### src/rtl/core/vrt_pkg.sv
// Shared types and constants for the voxel ray traversal block.
// No dependencies; imported by the iterative unit and the top level.
`default_nettype none

package vrt_pkg;

	localparam int T_FRAC_BITS_DEF     = 16;
	localparam int COORD_FRAC_BITS_DEF = 16;

	localparam logic [7:0]  GRID_EXTENT_RST = 8'd160;
	localparam logic [31:0] ALL_ONES32      = 32'hFFFF_FFFF;

	localparam logic CMD_START   = 1'b0;
	localparam logic CMD_ADVANCE = 1'b1;

	localparam logic [1:0] STEP_POS  = 2'b01;
	localparam logic [1:0] STEP_NEG  = 2'b11;
	localparam logic [1:0] STEP_NONE = 2'b00;

	typedef enum logic {
		UNIT_DIV  = 1'b0,
		UNIT_SQRT = 1'b1
	} unit_mode_t;

	typedef struct packed {
		logic       start;
		unit_mode_t mode;
	} vrt_unit_req_t;

endpackage

`default_nettype wire

### src/rtl/core/vrt_iter_unit.sv
// Iterative restoring divide and square root unit sharing one subtractor.
// Depends on vrt_pkg for the request struct and mode codes.
`default_nettype none

module vrt_iter_unit
	import vrt_pkg::*;
#(
	parameter int NUM_W = T_FRAC_BITS_DEF + 25
) (
	input  wire logic               clk,
	input  wire logic               arst_n,
	input  wire vrt_unit_req_t      req,
	input  wire logic [NUM_W-1:0]   num,
	input  wire logic [31:0]        den,
	output logic                    done,
	output logic [31:0]             result
);

	localparam int CNT_W = $clog2(NUM_W + 1);
	localparam logic [CNT_W-1:0] DIV_LAST  = CNT_W'(NUM_W - 1);
	localparam logic [CNT_W-1:0] SQRT_LAST = CNT_W'(31);

	logic             busy_q;
	logic             done_q;
	unit_mode_t       mode_q;
	logic [NUM_W-1:0] sr_q;
	logic [NUM_W-1:0] quo_q;
	logic [33:0]      rem_q;
	logic [31:0]      den_q;
	logic [CNT_W-1:0] cnt_q;

	logic [35:0] op_a;
	logic [35:0] op_b;
	logic [36:0] diff;
	logic        ge;

	always_comb begin
		if (mode_q == UNIT_SQRT) begin
			op_a = {rem_q, sr_q[NUM_W-1 -: 2]};
			op_b = {2'b00, quo_q[31:0], 2'b01};
		end else begin
			op_a = {3'b000, rem_q[31:0], sr_q[NUM_W-1]};
			op_b = {4'b0000, den_q};
		end
		diff = {1'b0, op_a} - {1'b0, op_b};
		ge   = !diff[36];
	end

	always_ff @(posedge clk or negedge arst_n) begin
		if (!arst_n) begin
			busy_q <= 1'b0;
			done_q <= 1'b0;
			mode_q <= UNIT_DIV;
			cnt_q  <= '0;
		end else begin
			done_q <= 1'b0;
			if (!busy_q) begin
				if (req.start) begin
					busy_q <= 1'b1;
					mode_q <= req.mode;
					cnt_q  <= '0;
					den_q  <= den;
					rem_q  <= '0;
					quo_q  <= '0;
					if (req.mode == UNIT_SQRT) begin
						sr_q <= {num[31:0], {(NUM_W-32){1'b0}}};
					end else begin
						sr_q <= num;
					end
				end
			end else begin
				if (mode_q == UNIT_SQRT) begin
					sr_q  <= sr_q << 2;
					rem_q <= ge ? diff[33:0] : op_a[33:0];
				end else begin
					sr_q  <= sr_q << 1;
					rem_q <= ge ? diff[33:0] : op_a[33:0];
				end
				quo_q <= {quo_q[NUM_W-2:0], ge};
				cnt_q <= cnt_q + 1'b1;
				if ((mode_q == UNIT_SQRT && cnt_q == SQRT_LAST) ||
				    (mode_q == UNIT_DIV && cnt_q == DIV_LAST)) begin
					busy_q <= 1'b0;
					done_q <= 1'b1;
				end
			end
		end
	end

	// Quotients wider than 32 bits saturate; a zero divisor gives all ones.
	always_comb begin
		if (mode_q == UNIT_DIV && (|quo_q[NUM_W-1:32])) begin
			result = ALL_ONES32;
		end else begin
			result = quo_q[31:0];
		end
	end

	assign done = done_q;

endmodule

`default_nettype wire

### src/rtl/core/voxel_ray_traversal.sv
// Voxel ray traversal top level: sequencer, ray state and stream ports.
// Depends on vrt_pkg and vrt_iter_unit (shared divide / square root unit).
// Start word: the result follows the seven divisions and one 32-step square root run in the
// shared unit after acceptance; ready returns in the same cycle as the result.
// Advance word: a new word is accepted only after the previous result is registered; a held result stalls input.
// Reset (arst_n low, asynchronous) clears the ray state and sets grid_extent to 160.
`default_nettype none

module voxel_ray_traversal
	import vrt_pkg::*;
#(
	parameter int T_FRAC_BITS     = T_FRAC_BITS_DEF,
	parameter int COORD_FRAC_BITS = COORD_FRAC_BITS_DEF
) (
	input  wire logic         clk,
	input  wire logic         arst_n,
	input  wire logic         cfg_wr_en,
	input  wire logic [7:0]   cfg_wr_data,
	input  wire logic         s_tvalid,
	output logic              s_tready,
	// origin_x, origin_y, origin_z, dir_x, dir_y, dir_z, max_length, zero fill
	input  wire logic [143:0] s_tdata,
	// command
	input  wire logic         s_tuser,
	output logic              m_tvalid,
	input  wire logic         m_tready,
	// voxel_x, voxel_y, voxel_z, face_x, face_y, face_z, inside_res, done_res,
	// no_direction, zero fill
	output logic [39:0]       m_tdata
);

	localparam int NUM_W = T_FRAC_BITS + 25;
	localparam int XW    = COORD_FRAC_BITS + T_FRAC_BITS + 1;
	localparam logic [NUM_W-1:0] SP_NUM = NUM_W'(1) << T_FRAC_BITS;
	localparam logic [COORD_FRAC_BITS:0] ONE_C = (COORD_FRAC_BITS+1)'(1) << COORD_FRAC_BITS;

	typedef enum logic [2:0] {
		ST_IDLE,
		ST_SQ,
		ST_OP_START,
		ST_OP_WAIT,
		ST_ADV1,
		ST_ADV2,
		ST_FIN
	} state_t;

	state_t state_q;

	logic [7:0]  extent_q;
	logic [8:0]  pos_q   [3];
	logic [1:0]  sign_q  [3];
	logic [31:0] nc_q    [3];
	logic [31:0] sp_q    [3];
	logic [1:0]  face_q  [3];
	logic [15:0] mag_q   [3];
	logic [NUM_W-1:0] ncnum_q [3];
	logic [16:0] len_q;
	logic [31:0] sumsq_q;
	logic [31:0] mq16_q;
	logic [31:0] limit_q;
	logic        active_q;
	logic        nodir_q;
	logic [1:0]  sq_idx_q;
	logic [2:0]  op_q;
	logic [1:0]  ax_q;
	logic        out_valid_q;
	logic [39:0] out_data_q;

	// Input field unpacking and start-word per-axis setup.
	logic signed [24:0] org  [3];
	logic signed [15:0] dirc [3];
	logic [8:0]         st_pos   [3];
	logic [1:0]         st_sign  [3];
	logic [15:0]        st_mag   [3];
	logic [NUM_W-1:0]   st_ncnum [3];

	always_comb begin
		logic signed [24:0]       osh;
		logic [COORD_FRAC_BITS-1:0] frac;
		logic [COORD_FRAC_BITS:0]   first_dist;
		logic [XW-1:0]            xnum;
		org[0]  = s_tdata[24:0];
		org[1]  = s_tdata[49:25];
		org[2]  = s_tdata[74:50];
		dirc[0] = s_tdata[90:75];
		dirc[1] = s_tdata[106:91];
		dirc[2] = s_tdata[122:107];
		for (int a = 0; a < 3; a++) begin
			osh       = org[a] >>> COORD_FRAC_BITS;
			st_pos[a] = osh[8:0];
			st_mag[a] = dirc[a][15] ? 16'(-dirc[a]) : dirc[a];
			frac      = org[a][COORD_FRAC_BITS-1:0];
			if (dirc[a] == 16'sd0) begin
				st_sign[a] = STEP_NONE;
			end else if (dirc[a][15]) begin
				st_sign[a] = STEP_NEG;
			end else begin
				st_sign[a] = STEP_POS;
			end
			if (st_sign[a] == STEP_POS) begin
				first_dist = ONE_C - {1'b0, frac};
			end else if (frac != '0) begin
				first_dist = {1'b0, frac};
			end else begin
				first_dist = ONE_C;
			end
			xnum        = XW'(first_dist) << T_FRAC_BITS;
			st_ncnum[a] = NUM_W'(xnum >> COORD_FRAC_BITS);
		end
	end

	function automatic logic axis_cont(logic [8:0] p, logic [1:0] s, logic [7:0] ext);
		if (s == STEP_POS) begin
			return p[8] || (p[7:0] < ext);
		end
		return !p[8];
	endfunction

	logic cont;
	logic in_grid;
	always_comb begin
		cont    = 1'b1;
		in_grid = 1'b1;
		for (int a = 0; a < 3; a++) begin
			cont    = cont && axis_cont(pos_q[a], sign_q[a], extent_q);
			in_grid = in_grid && !pos_q[a][8] && (pos_q[a][7:0] < extent_q);
		end
	end

	// Shared unit operand selection.
	vrt_unit_req_t    unit_req;
	logic [NUM_W-1:0] unit_num;
	logic [31:0]      unit_den;
	logic             unit_done;
	logic [31:0]      unit_res;

	always_comb begin
		unit_req.start = (state_q == ST_OP_START);
		unit_req.mode  = (op_q == 3'd6) ? UNIT_SQRT : UNIT_DIV;
		unit_num       = '0;
		unit_den       = '0;
		case (op_q)
			3'd6: begin
				unit_num = NUM_W'(sumsq_q);
			end
			3'd7: begin
				unit_num = NUM_W'(len_q) << (T_FRAC_BITS + 8);
				unit_den = mq16_q;
			end
			default: begin
				unit_num = op_q[0] ? ncnum_q[op_q[2:1]] : SP_NUM;
				unit_den = {16'b0, mag_q[op_q[2:1]]};
			end
		endcase
	end

	vrt_iter_unit #(
		.NUM_W(NUM_W)
	) u_iter (
		.clk   (clk),
		.arst_n(arst_n),
		.req   (unit_req),
		.num   (unit_num),
		.den   (unit_den),
		.done  (unit_done),
		.result(unit_res)
	);

	// Axis with the smallest next crossing; ties go to the later axis.
	logic [1:0] sel_ax;
	always_comb begin
		if (nc_q[0] < nc_q[1]) begin
			sel_ax = (nc_q[0] < nc_q[2]) ? 2'd0 : 2'd2;
		end else begin
			sel_ax = (nc_q[1] < nc_q[2]) ? 2'd1 : 2'd2;
		end
	end

	logic [32:0] nc_sum;
	assign nc_sum = {1'b0, nc_q[ax_q]} + {1'b0, sp_q[ax_q]};

	logic out_free;
	assign out_free = !out_valid_q || m_tready;

	assign s_tready = (state_q == ST_IDLE);

	always_ff @(posedge clk or negedge arst_n) begin
		if (!arst_n) begin
			state_q     <= ST_IDLE;
			extent_q    <= GRID_EXTENT_RST;
			active_q    <= 1'b0;
			nodir_q     <= 1'b0;
			limit_q     <= '0;
			out_valid_q <= 1'b0;
			sq_idx_q    <= '0;
			op_q        <= '0;
			ax_q        <= '0;
			for (int a = 0; a < 3; a++) begin
				pos_q[a]  <= '0;
				sign_q[a] <= STEP_NONE;
				nc_q[a]   <= ALL_ONES32;
				sp_q[a]   <= ALL_ONES32;
				face_q[a] <= '0;
			end
		end else begin
			if (cfg_wr_en) begin
				extent_q <= cfg_wr_data;
			end
			if (out_valid_q && m_tready && state_q != ST_FIN) begin
				out_valid_q <= 1'b0;
			end
			case (state_q)
				ST_IDLE: begin
					if (s_tvalid) begin
						nodir_q <= 1'b0;
						for (int a = 0; a < 3; a++) begin
							face_q[a] <= '0;
						end
						if (s_tuser == CMD_START) begin
							for (int a = 0; a < 3; a++) begin
								pos_q[a]   <= st_pos[a];
								sign_q[a]  <= st_sign[a];
								mag_q[a]   <= st_mag[a];
								ncnum_q[a] <= st_ncnum[a];
							end
							len_q    <= s_tdata[139:123];
							sumsq_q  <= '0;
							sq_idx_q <= '0;
							state_q  <= ST_SQ;
						end else begin
							state_q <= ST_ADV1;
						end
					end
				end
				ST_SQ: begin
					sumsq_q <= sumsq_q + (32'(mag_q[sq_idx_q]) * 32'(mag_q[sq_idx_q]));
					if (sq_idx_q == 2'd2) begin
						op_q    <= '0;
						state_q <= ST_OP_START;
					end else begin
						sq_idx_q <= sq_idx_q + 1'b1;
					end
				end
				ST_OP_START: begin
					state_q <= ST_OP_WAIT;
				end
				ST_OP_WAIT: begin
					if (unit_done) begin
						case (op_q)
							3'd6: begin
								mq16_q  <= unit_res;
								op_q    <= op_q + 1'b1;
								state_q <= ST_OP_START;
							end
							3'd7: begin
								nodir_q  <= (sumsq_q == '0);
								limit_q  <= (sumsq_q == '0) ? '0 : unit_res;
								active_q <= (sumsq_q != '0);
								state_q  <= ST_FIN;
							end
							default: begin
								if (op_q[0]) begin
									nc_q[op_q[2:1]] <= unit_res;
								end else begin
									sp_q[op_q[2:1]] <= unit_res;
								end
								op_q    <= op_q + 1'b1;
								state_q <= ST_OP_START;
							end
						endcase
					end
				end
				ST_ADV1: begin
					active_q <= active_q && cont;
					ax_q     <= sel_ax;
					state_q  <= ST_ADV2;
				end
				ST_ADV2: begin
					if (active_q) begin
						if (nc_q[ax_q] > limit_q) begin
							active_q <= 1'b0;
						end else begin
							pos_q[ax_q]  <= pos_q[ax_q] + {{7{sign_q[ax_q][1]}}, sign_q[ax_q]};
							nc_q[ax_q]   <= nc_sum[32] ? ALL_ONES32 : nc_sum[31:0];
							face_q[ax_q] <= 2'(-sign_q[ax_q]);
						end
					end
					state_q <= ST_FIN;
				end
				ST_FIN: begin
					if (out_free) begin
						active_q    <= active_q && cont;
						out_valid_q <= 1'b1;
						out_data_q  <= {4'b0000, nodir_q, !(active_q && cont), in_grid,
						                face_q[2], face_q[1], face_q[0],
						                pos_q[2], pos_q[1], pos_q[0]};
						state_q     <= ST_IDLE;
					end
				end
				default: begin
					state_q <= ST_IDLE;
				end
			endcase
		end
	end

	assign m_tvalid = out_valid_q;
	assign m_tdata  = out_data_q;

endmodule

`default_nettype wire
### config.mk
export PLATFORM = sky130hd
export DESIGN_NAME = voxel_ray_traversal
export DESIGN_NICKNAME = d
export VERILOG_FILES = /design/src/rtl/core/vrt_pkg.sv /design/src/rtl/core/vrt_iter_unit.sv /design/src/rtl/core/voxel_ray_traversal.sv
export SDC_FILE = /design/constraint.sdc
export NUM_CORES = 2
export LEC_CHECK = 0
export BUFFER_PORTS_ARGS = -buffer_cell sky130_fd_sc_hd__buf_2
export CAP_MARGIN = 25
export CORE_ASPECT_RATIO = 0.8
export CORE_MARGIN = 5
export CORE_UTILIZATION = 40
export CTS_BUF_LIST = sky130_fd_sc_hd__clkbuf_4 sky130_fd_sc_hd__clkbuf_8
export DETAILED_ROUTE_END_ITERATION = 6
export PLACE_DENSITY = 0.57
export SKIP_CTS_REPAIR_TIMING = 1
export SLEW_MARGIN = 25
export SYNTH_ARGS = -nofsm -noshare
export SYNTH_HDL_FRONTEND = slang
export SYNTH_SLANG_ARGS = --single-unit
### constraint.sdc
create_clock -name clk -period 10.9 [get_ports clk]
set_clock_uncertainty 0.05 [all_clocks]
set_input_delay 0.545 -clock clk [delete_from_list [all_inputs] [get_ports clk]]
set_output_delay 0.545 -clock clk [all_outputs]
set_load 0.005 [all_outputs]
==> metrics.md <==
| Metric | Value |
|---|---|
| Run status | `completed` |
| Wirelength per Cell | `between 20 and 25 µm` |
| Net count of the finished layout | `~5600` |
| Largest net degree at the start of global routing | `160` |
| Max FO, Critical Path | `23` |
| Yosys reg bits | `between 600 and 700` |
| Critical Path Start | `sq_idx_q[1]` |
| Share of the clock period used by the worst path after layout | `0.7708` |
| CTS Buffer Depth | `3` |
| Die outline area | `roughly 120000 µm²` |
| Row count | `around 110` |
| CP endpoint kind | `register` |
| Half-perimeter wire length of the detailed placement result | `around 100 mm` |
| Worst endpoint required time | `11.40 ns` |
| Total routing resource utilization after global routing | `0.2225` |
| Antenna Violating Nets Remaining | `0` |
| Via count of the first global-routing pass | `around 35000` |
| Highest clock frequency the design can meet | `~0.12 GHz` |
| Die width | `390.2 µm` |
| Overflow after GRT | `0` |
| Max-cap violations | `0` |
| Initial core utilization | `0.4031` |
| Arrival time at the worst endpoint | `a little under 9 ns` |
| Number of DRC violations after detailed routing | `0` |
| Clock network latency to the later pin of the worst-skew pair | `0.82 ns` |
| Core area | `around 110000 µm²` |
| DRT iter0 DRCs | `between 3000 and 4000` |
| Fraction of synthesis flops using an asynchronous set or reset pin | `0.4460` |
| Clock group share of total power | `0.448` |
| Final Hold Fails | `0` |
| Setup-failing EPs final | `0` |
| Routed wire length | `about 140 mm` |
| Fraction of final layout cells sized beyond drive strength 1 | `0.1476` |
| Area Overhead vs Synth | `12.67%` |
| Number of enable flip-flop cells after synthesis | `~360` |
| Worst vdd rail ir drop | `~0.085 mV` |
| Number of H-tree branching levels | `3` |
| Relative max-transition margin | `0.2818` |
| Worst hold path type | `primary input to register` |
| Count of buffers from port buffering | `191` |
| Synth Flop Type | `sky130_fd_sc_hd__edfxtp_1` |
| Sequential area share after synthesis | `0.4001` |
| Detailed-route via count | `about 36000` |
| Count of unique library cells instantiated by Yosys | `87` |
| Cell area after synthesis | `between 40000 and 50000 µm²` |
| Root buffer cell | `sky130_fd_sc_hd__clkbuf_8` |
| Min cycle time layout | `around 8.4 ns` |
| Leakage Power | `around 22 nW` |
| Sequential fraction of design power | `0.492` |
| Combinational cell fraction of total power | `0.060` |
| Number of CTS-inserted buffers | `about 110` |
| Crit Path Class | `register to register` |
| Ports placed on the boundary | `200` |
| Number of detailed-routing iterations run before antenna repair | `6` |
| Clock tree from TritonCTS | `yes` |
| Die Span Y | `314.1 µm` |
| Startpoint of the most critical register-to-register path | `sq_idx_q[1]` |
| Global placement routability congestion | `around 0.9` |
| Switching fraction of total power | `0.2428` |
| Vias per std cell | `5.474` |
| Critical path launch point type | `register` |
| Net load switching power | `about 0.0013 W` |
| Post-route worst setup slack | `around 2.5 ns` |
| Areal power density over the cells | `104.9 nW/µm²` |
| Number of instances in the synthesized netlist | `4698` |
| Design internal power | `0.004138 W` |
| Unrepaired setup endpoints after global routing | `no` |
| Setup TNS Final | `0 ns` |
| First-pass GRT wire length | `213.1 mm` |
| Beginning of the worst hold path | `s_tdata[20]` |
| Warning count from the yosys run | `0` |
| Count of pins over their slew limit | `0` |
| Clock transition at the registers of the reported paths | `0.07 ns` |
| Mean instance size in the synthesized netlist | `~9.8 µm²` |
| Setup Slack @ Placement | `2.522 ns` |
| Clock Sink Count | `657` |
| Transition time at the pin with the least slew margin | `~1.1 ns` |
| Antenna violations before repair | `7` |
[routing by layer]
layer | vias up | global-route usage | share of wire | wire length (µm)
li1 | 16950 | - | - | -
met1 | 17570 | 0.3405 | 0.49 | 67150
met2 | 1114 | 0.3255 | 0.42 | 58710
met3 | 174 | 0.04304 | 0.072 | 9914
met4 | 2 | 0.04848 | 0.019 | 2633
met5 | - | 0 | 0.000094 | 13
[area by class of cell]
| type | instances | area, µm² |
|---|---|---|
| timing repair buffer | 322 | 2237 |
| tap | 1525 | 1908 |
| clock inverter | 42 | 357.8 |
| multi-input combinational | 3286 | 24980 |
| fill | 11070 | 62610 |
| clock buffer | 172 | 2086 |
| antenna | 5 | 12.51 |
| sequential | 657 | 18520 |
| inverter | 533 | 2001 |
[cells in the final DEF, fill, tap and decap left out, drive strengths merged, types with 67 or more instances in the layout]
cell and n:
clkbuf 172, nand2 524, edfxtp 364, fa 197, dfrtp 99, a21o 88
dlygate4sd3 76, xnor2 130, o22ai 117, nor2 294, inv 532, a22o 67
dfstp 194, buf 246, o21ai 342, ha 333, mux2i 190, a21oi 204
[metrics by stage]
| stage | instance area [µm²] | total power, W | hold slack [ns] | util | instances |
|---|---|---|---|---|---|
| global placement | 48740 | 0.003032 | 0.3825 | 0.4249 | 6242 |
| detailed placement | 48850 | 0.003036 | 0.3907 | 0.4258 | 6246 |
| global route | 52100 | 0.005686 | -0.003529 | 0.4542 | 6540 |
| finish | 52110 | 0.005465 | 0.02417 | 0.4542 | 6542 |
| floorplan | 46260 | 0.002914 | 0.1994 | - | 4701 |
| CTS | 51300 | 0.005506 | -0.4859 | 0.4471 | 6460 |
[path summary, 6_finish.rpt]
kind | slack, ns | end | cells after the start
setup / recovery | 2.50 | sumsq_q[28] | 27
hold / removal | 0.02 | pos_q[22] | 3
setup reg to reg | 2.50 | sumsq_q[28] | 27
hold reg to reg | 0.40 | m_tdata[29] | 0
max in group asynchronous | 9.34 | ax_q[0] | 3
min in group asynchronous | 0.16 | pos_q[23] | 2
[cell usage after synthesis, drive strengths merged, types with 48 or more instances]
| master | n | area, µm² |
|---|---|---|
| a21o | 88 | 660.6 |
| a21oi | 204 | 1028 |
| a22o | 67 | 586.8 |
| and2 | 64 | 400.4 |
| clkbuf | 184 | 690.7 |
| dfrtp | 99 | 2477 |
| dfstp | 194 | 5097 |
| edfxtp | 364 | 10930 |
| fa | 197 | 3944 |
| ha | 333 | 4167 |
| inv | 529 | 1986 |
| mux2i | 190 | 1902 |
| nand2 | 524 | 1967 |
| nand3 | 48 | 240.2 |
| nor2 | 294 | 1104 |
| nor3 | 60 | 305.3 |
| o21ai | 342 | 1723 |
| o22ai | 117 | 732.0 |
| xnor2 | 130 | 1139 |
[registers in the layout (all words and copies together) (netlist names), 2 cells and up]
name	count
ax_q	2
extent_q	8
face_q	6
len_q	17
limit_q	32
m_tdata	36
mag_q	48
mq16_q	32
nc_q	96
ncnum_q	51
op_q	3
pos_q	27
sign_q	6
sp_q	96
sq_idx_q	2
state_q	3
sumsq_q	32
u_iter.cnt_q	6
u_iter.den_q	32
u_iter.quo_q	41
u_iter.rem_q	34
u_iter.sr_q	41
[cells by family (layout without fill, tap and decap cells)]
group	after synthesis	after routing	synth area share
mux	232	232	0.05135
other cells	1	9	0.00008109
simple gates	1213	1213	0.1183
fa+ha+maj	530	530	0.1754
flops	657	657	0.4001
compound gates	1131	1131	0.1586
xor+xnor	176	176	0.03333
buf+inv	758	1069	0.06279
[power groups by stage]
stage | logic [W] | registers, W | clock network, W
2_1_floorplan | 0.000186 | 0.00273 | 0
3_5_place_dp | 0.000303 | 0.00273 | 0
3_3_place_gp | 0.000299 | 0.00273 | 0
4_1_cts | 0.000305 | 0.00269 | 0.00251
6_report | 0.000328 | 0.00269 | 0.00245
5_1_grt | 0.000365 | 0.00269 | 0.00263
[worst max-delay path: stages, from the launching register on]
cell and delay [ns]:
sky130_fd_sc_hd__dfrtp_1 0.81, sky130_fd_sc_hd__buf_4 0.32, sky130_fd_sc_hd__nand2_1 0.07, sky130_fd_sc_hd__o21ai_1 0.08, sky130_fd_sc_hd__buf_4 0.21, sky130_fd_sc_hd__clkinv_1 0.40, sky130_fd_sc_hd__nor2_1 0.39, sky130_fd_sc_hd__inv_1 0.11
sky130_fd_sc_hd__fa_1 0.42, sky130_fd_sc_hd__inv_1 0.09, sky130_fd_sc_hd__fa_1 0.40, sky130_fd_sc_hd__ha_1 0.33, sky130_fd_sc_hd__fa_1 0.51, sky130_fd_sc_hd__fa_1 0.54, sky130_fd_sc_hd__inv_1 0.05, sky130_fd_sc_hd__fa_1 0.52
sky130_fd_sc_hd__inv_1 0.04, sky130_fd_sc_hd__ha_1 0.34, sky130_fd_sc_hd__a21o_1 0.19, sky130_fd_sc_hd__a21o_1 0.19, sky130_fd_sc_hd__o21ai_0 0.30, sky130_fd_sc_hd__o31ai_1 0.20, sky130_fd_sc_hd__o41ai_1 0.61, sky130_fd_sc_hd__a21oi_1 0.19
sky130_fd_sc_hd__a21bo_2 0.28, sky130_fd_sc_hd__a211oi_1 0.27, sky130_fd_sc_hd__xor2_1 0.17, sky130_fd_sc_hd__nor2_1 0.05
Power figures use the tool's default switching activity.
